## config.mk

```make
export PLATFORM = sky130hd
export DESIGN_NAME = wmoc_queue
export DESIGN_NICKNAME = d
export VERILOG_FILES = /design/src/sv/wmoc_pkg.sv /design/src/sv/wmoc_queue.sv
export VERILOG_INCLUDE_DIRS = /design/src /design/src/sv
export SDC_FILE = /design/constraint.sdc
export NUM_CORES = 1
export LEC_CHECK = 0
export ABC_AREA = 1
export BUFFER_PORTS_ARGS = -buffer_cell sky130_fd_sc_hd__buf_2
export CAP_MARGIN = 5
export CORE_AREA = 2 2 44 46
export CTS_CLUSTER_SIZE = 20
export DETAILED_ROUTE_END_ITERATION = 8
export DIE_AREA = 0 0 46 48
export PLACE_DENSITY_LB_ADDON = 0.25
export REMOVE_ABC_BUFFERS = 1
export SKIP_LAST_GASP = 1
export SLEW_MARGIN = 20
export SYNTH_ARGS = -nofsm -noshare
export SYNTH_HDL_FRONTEND = slang
export SYNTH_SLANG_ARGS = --single-unit
export TNS_END_PERCENT = 1
```

## constraint.sdc

```tcl
create_clock -name clk -period 1.7 [get_ports clk]
set_clock_uncertainty 0.2 [all_clocks]
set_input_delay 0.34 -clock clk [delete_from_list [all_inputs] [get_ports clk]]
set_output_delay 0.34 -clock clk [all_outputs]
set_load 0.005 [all_outputs]
```

## src/sv/weighted_mean_outlier_clip_macros.svh

```systemverilog
// assertion macros for the weighted mean outlier clip block
// taken in by the modules that check their own logic; no other dependencies
`ifndef WEIGHTED_MEAN_OUTLIER_CLIP_MACROS_SVH
`define WEIGHTED_MEAN_OUTLIER_CLIP_MACROS_SVH
`ifndef NO_ASSERTIONS
// antecedent implies consequent in the same cycle
`define WMOC_ASSERT_IMPL(label, clk, rst_n, ante, cons, msg) \
    label: assert property (@(posedge clk) disable iff (!rst_n) (ante) |-> (cons)) \
        else $error(msg);
// antecedent implies consequent in the next cycle
`define WMOC_ASSERT_NEXT(label, clk, rst_n, ante, cons, msg) \
    label: assert property (@(posedge clk) disable iff (!rst_n) (ante) |=> (cons)) \
        else $error(msg);
`else
`define WMOC_ASSERT_IMPL(label, clk, rst_n, ante, cons, msg)
`define WMOC_ASSERT_NEXT(label, clk, rst_n, ante, cons, msg)
`endif
`endif

```

## src/sv/wmoc_pkg.sv

```systemverilog
// shared types and constants of the weighted mean outlier clip block
// no dependencies; used by every module of the block
package wmoc_pkg;

    // field widths
    localparam int MAG_W       = 24;
    localparam int WT_W        = 24;
    localparam int CLIPW_W     = 24;
    localparam int SIGMA_W     = 16;
    localparam int MEAN_W      = 24;
    localparam int INDEX_OUT_W = 6;
    localparam int COUNT_OUT_W = 7;

    // stream widths
    localparam int IN_TDATA_W  = 72;
    localparam int OUT_TDATA_W = 40;
    localparam int OUT_TUSER_W = 2;

    // clip threshold after reset, 3.0 in Q8.8
    localparam logic [SIGMA_W-1:0] SIGMA_RESET = 16'd768;

    // deviation arithmetic
    localparam int PROD_W    = MAG_W + WT_W;
    localparam int DIFF_W    = MAG_W + 1;
    localparam int AD_W      = MAG_W;
    localparam int SQ_W      = 2 * AD_W;
    localparam int SQ_LO_W   = SQ_W / 2;
    localparam int PART_W    = SQ_LO_W + CLIPW_W;
    localparam int FULL_W    = SQ_W + CLIPW_W + 1;
    localparam int DEV_W     = 64;
    localparam int THR_SHIFT = 20;

    // descriptor queue depth, also the number of store banks
    localparam int QUEUE_DEPTH = 2;

    // one stored detection
    typedef struct packed {
        logic                        fit;
        logic [CLIPW_W-1:0]          clipw;
        logic signed [MAG_W-1:0]     mag;
    } store_word_t;

    // descriptor queue status
    typedef struct packed {
        logic full;
        logic empty;
    } queue_status_t;

    // back end sequencer
    typedef enum logic [1:0] {
        BK_IDLE,
        BK_DIV,
        BK_SCAN,
        BK_FINISH
    } back_state_t;

endpackage

```

## src/sv/wmoc_queue.sv

```systemverilog
// two-entry descriptor queue between the front and back ends
// depends on wmoc_pkg and the assertion macro header
`include "weighted_mean_outlier_clip_macros.svh"
module wmoc_queue #(
    parameter int WIDTH = 8
) (
    input  logic                      clk,
    input  logic                      rst_n,
    input  logic                      push,
    input  logic [WIDTH-1:0]          push_data,
    input  logic                      pop,
    output logic [WIDTH-1:0]          head_data,
    output wmoc_pkg::queue_status_t   status
);

    localparam int PTR_W = $clog2(wmoc_pkg::QUEUE_DEPTH);
    localparam int CNT_W = $clog2(wmoc_pkg::QUEUE_DEPTH + 1);

    logic [WIDTH-1:0]   slot_reg [wmoc_pkg::QUEUE_DEPTH];
    logic [PTR_W-1:0]   wr_ptr_reg;
    logic [PTR_W-1:0]   rd_ptr_reg;
    logic [CNT_W-1:0]   count_reg;

    // entry storage
    always_ff @(posedge clk)
    begin
        if (push)
        begin
            slot_reg[wr_ptr_reg] <= push_data;
        end
    end

    // pointers and fill level
    always_ff @(posedge clk or negedge rst_n)
    begin
        if (!rst_n)
        begin
            wr_ptr_reg <= '0;
            rd_ptr_reg <= '0;
            count_reg  <= '0;
        end
        else
        begin
            if (push)
            begin
                wr_ptr_reg <= wr_ptr_reg + PTR_W'(1);
            end
            if (pop)
            begin
                rd_ptr_reg <= rd_ptr_reg + PTR_W'(1);
            end
            if (push && !pop)
            begin
                count_reg <= count_reg + CNT_W'(1);
            end
            else if (pop && !push)
            begin
                count_reg <= count_reg - CNT_W'(1);
            end
        end
    end

    assign head_data    = slot_reg[rd_ptr_reg];
    assign status.full  = count_reg == CNT_W'(wmoc_pkg::QUEUE_DEPTH);
    assign status.empty = count_reg == '0;

    // a full queue takes no descriptor, an empty one gives none
    `WMOC_ASSERT_IMPL(a_no_push_full, clk, rst_n, push, !status.full, "push into full queue")
    `WMOC_ASSERT_IMPL(a_no_pop_empty, clk, rst_n, pop, !status.empty, "pop from empty queue")

endmodule

```

==> results.md <==
- Status: finished with violations
- Failing checks: setup timing
- Register area share after synthesis: 70.9%
- VDD IR-drop max: 0.843 mV
- GPL Wtd Cong: around 0.57
- Internal Pwr Total: between 0.001 and 0.0015 W
- Worst Setup SP: rd_ptr_reg
- Final Net Count: a little over 90
- Initial Utilization: a little under 50%
- CP arrival: 1.28 ns
- ANT cells: 0
- TritonCTS clock tree: yes
- Gate Count Post-Synth: 50
- Ys async rst share: about 20%
- Num rows: 15
- Fmax: 549 MHz
- Startpoint types: flop
- Cell Pwr Density: approximately 1600 nW/um^2
- All-layer global routing usage: between 10% and 20%
- Non-filler cells, final: 95
- Initial antenna violation count: 0
- Vias in the first global route: between 300 and 400
- Routed wire length: between 1000 and 1500 microns
- Max reg flops: 16
- Post-Place Setup Slack: between 0.03 and 0.04 ns
- Final hold violations: 0
- Synth Warn #: 0
- Gr ovfl total: 0
- Yosys top cell by area: edfxtp_1
- RSZ-0062 raised after global routing: yes
- Port Buffers: 21
- Flop-to-flop setup slack: 0.35 ns
- Final count of pins violating max slew: 0
- Worst setup margin: -0.123 ns
- Initial drt markers: 6
- Total CTS buffers: 3
- Synthesized flop and latch total: 20
- Vias: 440
- Post-DP HPWL: 805 microns
- Min cycle time layout: between 1.5 and 2 ns
- Min-delay worst type: primary input to flop
- Most frequent cell after synthesis: edfxtp_1
- Worst Hold Launch: pop
- Top cells by count, synth: edfxtp_1, mux2_4, inv_1
- Hold slack: 0.0292 ns
- I/O pin count: 22
- Relative slew slack: between 70% and 80%
- # DRC: 0
- Clock Latency Late Sink: between 0.2 and 0.3 ns
- Number of synthesized flops with an enable pin: 16
- First-pass GRT wire length: about 1600 microns
- Die footprint: 2210 sq um
- CTS root buffer: clkbuf_4
- Share of post-route cells with drive strength above 1: between 40 and 50%
- Post-DR vias/cell: approximately 4.6
- Core area: approximately 1700 sq um
- Final Cell Area: 1050 sq um
- Final Setup Violations: 8
- Crit path max fanout: 5
- Routed len/inst: ~11 microns
- Synth unique cells: 12
- Syn avg cell area: around 16 sq um
- Die width: 46 microns
- Max Cap Violations: 0
- Cell count after placement: roughly 90
- Worst Setup End Kind: primary output
- Area after DPL: approximately 940 sq um
- Synth top area share: 58.7%
- Drt pass-1 iters: 2
- WS Path Type: flop to primary output
- Clk pwr share: between 20% and 30%
- Total power: 0.00167 W
- Clock transition at path regs: ~0.11 ns
- CTS max path bufs: 2
- Synth Flop Type: edfxtp_1
- Period utilization: 107%
- Leak: between 0.4 and 0.5 nW
- Antenna-violating nets left: 0
- Fillcell total: 140
- Die Span Y: approximately 48 microns
- Largest net degree at the start of global routing: 13
- CP required: 1.16 ns
- Total clock sinks: 20
- Synth Cell Area: 818 sq um
- # H-tree levels: 1
- Worst R2R Start: wr_ptr_reg
- Reg power frac: a little over two fifths
- Layout area overhead: 27.8%
- Area contributors post-synth: edfxtp_1, mux2_4, dfrtp_1, inv_1, nand2_1
- Combinational share of power: between 30% and 40%
- NetSw: about 0.00043 W
- Sw Ratio: 25.5%
- Worst Max-Slew Pin Slew: 0.316 ns
-- critical path: stages (launching register included) --
cell,delay [ns]
dfrtp_2,0.43
buf_6,0.14
mux2_4,0.30
buf_6,0.11
-- logic make-up (layout without fill, tap and decap cells) --
family | after synthesis | count (layout) | share of synthesized area, %
flip-flops | 20 | 20 | 70.9
AND/OR/NAND/NOR | 10 | 10 | 5.05
multiplexers | 8 | 8 | 14.7
buffers and inverters | 8 | 36 | 4.59
XOR/XNOR | 3 | 3 | 3.21
adder cells (fa/ha/maj) | 1 | 1 | 1.53
-- cell type report --
type                    count  area [sq um]  share of cell area [%]
inverters                   7          26.3                    2.51
well taps                  17          21.3                    2.03
repair buffers             25           164                    15.7
flip-flops and latches     20           582                    55.6
clock inverters             1          30.0                    2.87
clock buffers               3          22.5                    2.15
multi-input cells          22           200                    19.1
-- cells in the final DEF (no fill, tap or decap), types with 2 or more instances in the layout --
cell type | netlist | routed
buf_2 | 0 | 18
nand2_1 | 5 | 5
xor2_1 | 2 | 2
mux2_4 | 8 | 8
nor2_1 | 3 | 3
buf_6 | 1 | 5
edfxtp_1 | 16 | 16
dfrtp_1 | 4 | 3
inv_1 | 7 | 7
clkbuf_4 | 0 | 3
-- per-stage QoR --
step / setup TNS, ns / utilization [%]
after floorplan: 0 / -
after global placement: 0 / 55.7
after detailed placement: 0 / 55.7
after CTS: -0.970 / 61.2
after global routing: -1.27 / 61.9
final: -0.907 / 61.9
-- power groups by stage --
| stage | Sequential, W | Combinational [W] | Clock [W] |
|---|---|---|---|
| after floorplan | 0.000762 | 0.000280 | 0 |
| after global placement | 0.000782 | 0.000418 | 0 |
| after detailed placement | 0.000787 | 0.000429 | 0 |
| after CTS | 0.000731 | 0.000550 | 0.000384 |
| after global routing | 0.000747 | 0.000611 | 0.000408 |
| final | 0.000732 | 0.000564 | 0.000378 |
-- per-layer routing --
| layer | vias up | track usage [%] | wire length, microns |
|---|---|---|---|
| met1 | 199 | 13.3 | 511 |
| met2 | 13 | 17.8 | 530 |
| met4 | 0 | 3.43 | 0 |
| met5 | - | 0 | 0 |
| met3 | 0 | 3.40 | 48 |
| li1 | 228 | - | - |
-- timing repair --
action	4_1_cts	5_1_grt
hold endpoints to repair	4	0
gates cloned	0	0
buffers inserted	2	0
hold buffers	1	0
setup endpoints to repair	8	8
resized for setup	5	2
-- worst paths after layout --
check | end | cells after the start
setup / recovery | head_data[4] | 3
hold / removal | rd_ptr_reg | 2
setup reg to reg | slot_reg[0][2] | 2
hold reg to reg | wr_ptr_reg | 1
max in group asynchronous | rd_ptr_reg | 2
min in group asynchronous | rd_ptr_reg | 2
Note: power is estimated with default switching activity, not from simulation.
