File: src/sv/weighted_mean_outlier_clip_macros.svh
// assertion macros for the weighted mean outlier clip block
// taken in by the modules that check their own logic; no other dependencies
`ifndef WEIGHTED_MEAN_OUTLIER_CLIP_MACROS_SVH
`define WEIGHTED_MEAN_OUTLIER_CLIP_MACROS_SVH
`ifndef NO_ASSERTIONS
// antecedent implies consequent in the same cycle
`define WMOC_ASSERT_IMPL(label, clk, rst_n, ante, cons, msg) \
    label: assert property (@(posedge clk) disable iff (!rst_n) (ante) |-> (cons)) \
        else $error(msg);
// antecedent implies consequent in the next cycle
`define WMOC_ASSERT_NEXT(label, clk, rst_n, ante, cons, msg) \
    label: assert property (@(posedge clk) disable iff (!rst_n) (ante) |=> (cons)) \
        else $error(msg);
`else
`define WMOC_ASSERT_IMPL(label, clk, rst_n, ante, cons, msg)
`define WMOC_ASSERT_NEXT(label, clk, rst_n, ante, cons, msg)
`endif
`endif

File: src/sv/wmoc_pkg.sv
// shared types and constants of the weighted mean outlier clip block
// no dependencies; used by every module of the block
package wmoc_pkg;

    // field widths
    localparam int MAG_W       = 24;
    localparam int WT_W        = 24;
    localparam int CLIPW_W     = 24;
    localparam int SIGMA_W     = 16;
    localparam int MEAN_W      = 24;
    localparam int INDEX_OUT_W = 6;
    localparam int COUNT_OUT_W = 7;

    // stream widths
    localparam int IN_TDATA_W  = 72;
    localparam int OUT_TDATA_W = 40;
    localparam int OUT_TUSER_W = 2;

    // clip threshold after reset, 3.0 in Q8.8
    localparam logic [SIGMA_W-1:0] SIGMA_RESET = 16'd768;

    // deviation arithmetic
    localparam int PROD_W    = MAG_W + WT_W;
    localparam int DIFF_W    = MAG_W + 1;
    localparam int AD_W      = MAG_W;
    localparam int SQ_W      = 2 * AD_W;
    localparam int SQ_LO_W   = SQ_W / 2;
    localparam int PART_W    = SQ_LO_W + CLIPW_W;
    localparam int FULL_W    = SQ_W + CLIPW_W + 1;
    localparam int DEV_W     = 64;
    localparam int THR_SHIFT = 20;

    // descriptor queue depth, also the number of store banks
    localparam int QUEUE_DEPTH = 2;

    // one stored detection
    typedef struct packed {
        logic                        fit;
        logic [CLIPW_W-1:0]          clipw;
        logic signed [MAG_W-1:0]     mag;
    } store_word_t;

    // descriptor queue status
    typedef struct packed {
        logic full;
        logic empty;
    } queue_status_t;

    // back end sequencer
    typedef enum logic [1:0] {
        BK_IDLE,
        BK_DIV,
        BK_SCAN,
        BK_FINISH
    } back_state_t;

endpackage

File: src/sv/wmoc_front.sv
// front end: accepts detection beats, writes the store, keeps group sums
// depends on wmoc_pkg; hands one descriptor per group to the queue
module wmoc_front #(
    parameter int MAX_DETECTIONS = 64,
    localparam int CNT_W  = $clog2(MAX_DETECTIONS + 1),
    localparam int IDX_W  = $clog2(MAX_DETECTIONS),
    localparam int SUMW_W = wmoc_pkg::WT_W + CNT_W,
    localparam int SUMM_W = wmoc_pkg::PROD_W + CNT_W,
    localparam int DESC_W = 2 + 2 * CNT_W + SUMW_W + SUMM_W
) (
    input  logic                              clk,
    input  logic                              rst_n,
    input  logic                              s_axis_tvalid,
    output logic                              s_axis_tready,
    input  logic [wmoc_pkg::IN_TDATA_W-1:0]   s_axis_tdata,
    input  logic                              s_axis_tuser,
    input  logic                              s_axis_tlast,
    input  wmoc_pkg::queue_status_t           q_status,
    output logic                              q_push,
    output logic [DESC_W-1:0]                 q_push_data,
    output logic                              st_wr_en,
    output logic [IDX_W:0]                    st_wr_addr,
    output wmoc_pkg::store_word_t             st_wr_data
);

    typedef struct packed {
        logic                       bank;
        logic [CNT_W-1:0]           n_items;
        logic [CNT_W-1:0]           fit_cnt;
        logic                       overflow;
        logic [SUMW_W-1:0]          sum_w;
        logic signed [SUMM_W-1:0]   sum_m;
    } desc_t;

    logic                                   accept;
    logic                                   in_room;
    logic                                   in_fit;
    logic signed [wmoc_pkg::MAG_W-1:0]      in_mag;
    logic [wmoc_pkg::WT_W-1:0]              in_wt;
    logic [wmoc_pkg::CLIPW_W-1:0]           in_cw;

    logic [CNT_W-1:0]                       item_cnt_reg;
    logic [CNT_W-1:0]                       fit_cnt_reg;
    logic                                   overflow_reg;
    logic                                   bank_reg;
    logic                                   push_pend_reg;
    logic signed [wmoc_pkg::PROD_W-1:0]     prod_reg;
    logic [wmoc_pkg::WT_W-1:0]              wt_add_reg;
    logic signed [SUMM_W-1:0]               sum_m_reg;
    logic signed [SUMM_W-1:0]               sum_m_next;
    logic [SUMW_W-1:0]                      sum_w_reg;
    logic [SUMW_W-1:0]                      sum_w_next;
    desc_t                                  desc;

    // unpack the beat
    assign in_mag  = $signed(s_axis_tdata[wmoc_pkg::MAG_W-1:0]);
    assign in_wt   = s_axis_tdata[wmoc_pkg::MAG_W +: wmoc_pkg::WT_W];
    assign in_cw   = s_axis_tdata[wmoc_pkg::MAG_W + wmoc_pkg::WT_W +: wmoc_pkg::CLIPW_W];
    assign in_fit  = !s_axis_tuser && (in_wt != '0);
    assign in_room = item_cnt_reg < CNT_W'(MAX_DETECTIONS);

    // no beat in the cycle that closes a group, none while both banks are taken
    assign s_axis_tready = !push_pend_reg && !q_status.full;
    assign accept        = s_axis_tvalid && s_axis_tready;

    // store write port
    assign st_wr_en         = accept && in_room;
    assign st_wr_addr       = {bank_reg, item_cnt_reg[IDX_W-1:0]};
    assign st_wr_data.fit   = in_fit;
    assign st_wr_data.clipw = in_cw;
    assign st_wr_data.mag   = in_mag;

    // counters and overflow
    always_ff @(posedge clk or negedge rst_n)
    begin
        if (!rst_n)
        begin
            item_cnt_reg <= '0;
            fit_cnt_reg  <= '0;
            overflow_reg <= 1'b0;
            bank_reg     <= 1'b0;
        end
        else if (push_pend_reg)
        begin
            item_cnt_reg <= '0;
            fit_cnt_reg  <= '0;
            overflow_reg <= 1'b0;
            bank_reg     <= !bank_reg;
        end
        else if (accept)
        begin
            if (in_room)
            begin
                item_cnt_reg <= item_cnt_reg + CNT_W'(1);
                if (in_fit)
                begin
                    fit_cnt_reg <= fit_cnt_reg + CNT_W'(1);
                end
            end
            else
            begin
                overflow_reg <= 1'b1;
            end
        end
    end

    // weighted magnitude product, registered ahead of the accumulators
    always_ff @(posedge clk or negedge rst_n)
    begin
        if (!rst_n)
        begin
            prod_reg      <= '0;
            wt_add_reg    <= '0;
            push_pend_reg <= 1'b0;
        end
        else
        begin
            push_pend_reg <= accept && s_axis_tlast;
            if (accept && in_room && !s_axis_tuser)
            begin
                prod_reg   <= in_mag * $signed({1'b0, in_wt});
                wt_add_reg <= in_wt;
            end
            else
            begin
                prod_reg   <= '0;
                wt_add_reg <= '0;
            end
        end
    end

    // running sums
    assign sum_m_next = sum_m_reg + SUMM_W'(prod_reg);
    assign sum_w_next = sum_w_reg + SUMW_W'(wt_add_reg);

    always_ff @(posedge clk or negedge rst_n)
    begin
        if (!rst_n)
        begin
            sum_m_reg <= '0;
            sum_w_reg <= '0;
        end
        else if (push_pend_reg)
        begin
            sum_m_reg <= '0;
            sum_w_reg <= '0;
        end
        else
        begin
            sum_m_reg <= sum_m_next;
            sum_w_reg <= sum_w_next;
        end
    end

    // group descriptor, pushed the cycle after the last beat
    assign desc.bank     = bank_reg;
    assign desc.n_items  = item_cnt_reg;
    assign desc.fit_cnt  = fit_cnt_reg;
    assign desc.overflow = overflow_reg;
    assign desc.sum_w    = sum_w_next;
    assign desc.sum_m    = sum_m_next;

    assign q_push      = push_pend_reg;
    assign q_push_data = desc;

endmodule

File: config.mk
export PLATFORM = sky130hd
export DESIGN_NAME = wmoc_front
export DESIGN_NICKNAME = d
export VERILOG_FILES = /design/src/sv/weighted_mean_outlier_clip_macros.svh /design/src/sv/wmoc_pkg.sv /design/src/sv/wmoc_front.sv
export SDC_FILE = /design/constraint.sdc
export NUM_CORES = 2
export LEC_CHECK = 0
export BUFFER_PORTS_ARGS = -buffer_cell sky130_fd_sc_hd__buf_2
export CORE_AREA = 2 2 199 250
export DETAILED_ROUTE_END_ITERATION = 10
export DIE_AREA = 0 0 201 252
export HOLD_SLACK_MARGIN = 0.12
export PLACE_DENSITY = 0.85
export SYNTH_ARGS = -nofsm -noshare
export SYNTH_HDL_FRONTEND = slang
export SYNTH_SLANG_ARGS = --single-unit
File: constraint.sdc
create_clock -name clk -period 4 [get_ports clk]
set_input_delay 0.8 -clock clk [delete_from_list [all_inputs] [get_ports clk]]
set_output_delay 0.8 -clock clk [all_outputs]
set_load 0.1 [all_outputs]
==> out/qor.yml <==
grt_pass1_vias: 29643
fp.dieW_um: 201
arrival_ns: 8.03
cp-startpoint: "s_axis_tdata[0]"
grt_max_degree: 70
place_inst: 4289
coreArea_sq_um: 48100
cap_violations: 0
fin_setup_tns_ns: -118.68
finalClockSkew_ns: 0.0139
clock_latency_ns: 0.45
via_per_inst: 6.59
rows: 90
clock-sinks: 175
die_area_sq_um: 50700
timing.fmax_mhz: 131
cts_root_buffer: "clkbuf_16"
yosysSeqAreaShare_pct: 14.6
synth_top_area_share_pct: 32.3
hold_class: "input port to asynchronous set/reset pin"
synthArstFlopShare_pct: 100
chipHeight_um: 252
syn_avg_cell_area_sq_um: 8.99
met2WireLength_mm: 53.5
period_minus_slack_ns: 7.66
wl_per_cell_um: 27.4
clock_path_buffers: 2
wl_met1_mm: 35.9
stdcell_count: 4434
rsz0062_at_grt: "yes"
grt_overflow: 0
synth_warnings: 0
totalWireLength_mm: 121
synth_area_sq_um: 30000
netlist-cell-type-count: 70
drv_slew: 0
r2r_end: "sum_w_reg[16]"
vias: 29238
ys_seq_elements: 175
slew_headroom_pct: 49.2
dr.pass1.iters: 8
gp_congestion: 0.977
start_util_pct: 62.5
drive_above_1_share_pct: 29.8
worstPathRequired_ns: 4.37
yosys.area.top_type: "fa_1"
post-route-period-util_pct: 192
setup_viol: 62
cts_tree: "yes"
crit_type: "input port to flip-flop"
met3WireLength_mm: 17.6
r2r_cells: 11
cp-start-kind: "input port"
seq_area_sq_um: 4380
synth-edff-count: 0
timing.final.ws_setup_ns: -3.66
nFillCells: 2336
syn-num-nets: 4178
largest_register_ffs: 55
synth_most_common_cell: "inv_1"
dp_hpwl_mm: 69.5
grt_first_pass_wirelength_mm: 158
cp_max_fo: 8
worstSetupEndpointType: "flip-flop"
final_hold_viol_count: 0
outcome: "complete, but fails checks"
r2r_slack_ns: 0.89
synthToLayoutAreaGrowth_pct: 29.2
htreeDepth: 4
regToRegStartpoint: "sum_w_reg[0]"
synthCells: 3339
track_usage_pct: 40.1
multi_input_area_sq_um: 25000
antenna_found_initial: 5
synthFlopType: "dfrtp_1"
routed.top_layer: "met5"
clkTransAtPathRegs_ns: 0.08
drtIter0Drc: 3985
tightest_slew_ns: 0.757
drc: 0
cts_inserted_buffers: 17
port_buffers: 190
io_pins: 240
ant_nets: 0
synth_common_cells: "inv_1 (572), fa_1 (484), and2_1 (384)"
layout.nets: 4610
violations: "negative setup slack"
yosys-top-cells-area: "fa_1 (32%), dfrtp_1 (15%), ha_1 (11%)"
critical path, cell delays in order:
cell and delay, ns:
buf_12 0.13, buf_8 0.13, and2_1 0.19, fa_1 0.57
inv_1 0.09, fa_1 0.49, fa_1 0.53, inv_1 0.10
fa_1 0.18, inv_1 0.08, fa_1 0.50, inv_1 0.22
fa_1 0.94, inv_2 0.12, fa_2 0.70, inv_2 0.09
ha_4 0.31, buf_6 0.11, buf_6 0.10, buf_6 0.11
nand2_8 0.08, o31ai_4 0.32, a21o_1 0.38, a211oi_2 0.17
or3_1 0.41, a21oi_2 0.15
repair_timing:
item / in CTS / in global routing
buffers inserted: 69 / 57
resized for setup: 396 / 234
hold buffers: 0 / 0
endpoints found under the setup margin: 87 / 94
pin swaps: 190 / 186
gates cloned: 4 / 2
worst max-delay path by stage:
stage / endpoint / slack [ns]
after global placement: prod_reg[45] / -3.10
after detailed placement: prod_reg[41] / -3.25
after floorplan: prod_reg[45] / -2.79
final: prod_reg[36] / -3.66
after global routing: prod_reg[36] / -3.58
after CTS: prod_reg[41] / -2.51
metal layers:
layer / vias up / GRT usage, %
met5: - / 0
met2: 3019 / 67.5
met4: 4 / 30.4
met3: 1327 / 8.40
met1: 13731 / 44.9
li1: 11157 / -
placed cells by master, fill, tap and decap left out, types with 9 or more instances in the layout:
master     count
a211oi_2       9
a21o_1        65
a21oi_1       96
a21oi_2       34
a21oi_4       12
and2_1       336
and2_4        48
and3_1        11
buf_12        61
buf_2        100
buf_4        353
buf_6         94
buf_8         13
clkbuf_16     19
dfrtp_1      175
fa_1         451
fa_2          33
ha_1         195
ha_2          15
ha_4          66
inv_1        515
inv_2         55
nand2_1      361
nand2_2       11
nand2b_1      22
nand3_1       21
nand4_1       48
nor2_1       108
nor2_2        14
nor2b_1       24
nor3_1        13
o21a_1        14
o21ai_0       37
o21ai_1       15
o21ai_2       17
o21bai_1      19
xnor2_1       39
xnor2_2       32
xor2_1        31
xor2_2        22
area by class of cell:
type                            count  area share, %
Multi-Input combinational cell   2375           64.5
Timing Repair Buffer              630           15.1
Sequential cell                   175           11.3
Inverter                          572           5.54
Tap cell                          644           2.08
Clock buffer                       19           1.17
Clock inverter                     13          0.368
Antenna cell                        6         0.0387
cells by family (layout without fill, tap and decap cells):
| kind of cell | count (synthesis) | count (layout) | share of synthesized area [%] |
|---|---|---|---|
| AOI/OAI and AO/OA | 402 | 402 | 8.77 |
| buffers and inverters | 789 | 1234 | 10.6 |
| and+or+nand+nor | 1072 | 1072 | 18.1 |
| muxes | 11 | 11 | 0.387 |
| xor gates and xnor gates | 130 | 130 | 3.79 |
| adders and majority gates | 760 | 760 | 43.8 |
| other | 0 | 6 | 0 |
| DFF | 175 | 175 | 14.6 |
stage by stage:
stage / area [sq um] / utilization [%] / hold slack (ns) / worst slack [ns]
2_1_floorplan: 31300 / - / 0.462 / -2.79
3_3_place_gp: 34700 / 72.1 / 0.465 / -3.10
5_1_grt: 38800 / 80.7 / 0.388 / -3.58
6_report: 38800 / 80.7 / 0.329 / -3.66
3_5_place_dp: 34700 / 72.1 / 0.476 / -3.25
4_1_cts: 37500 / 78.0 / 0.369 / -2.51
Power is not shown: default switching activity piles up to over one toggle a cycle in this logic, so the estimate is an artifact.
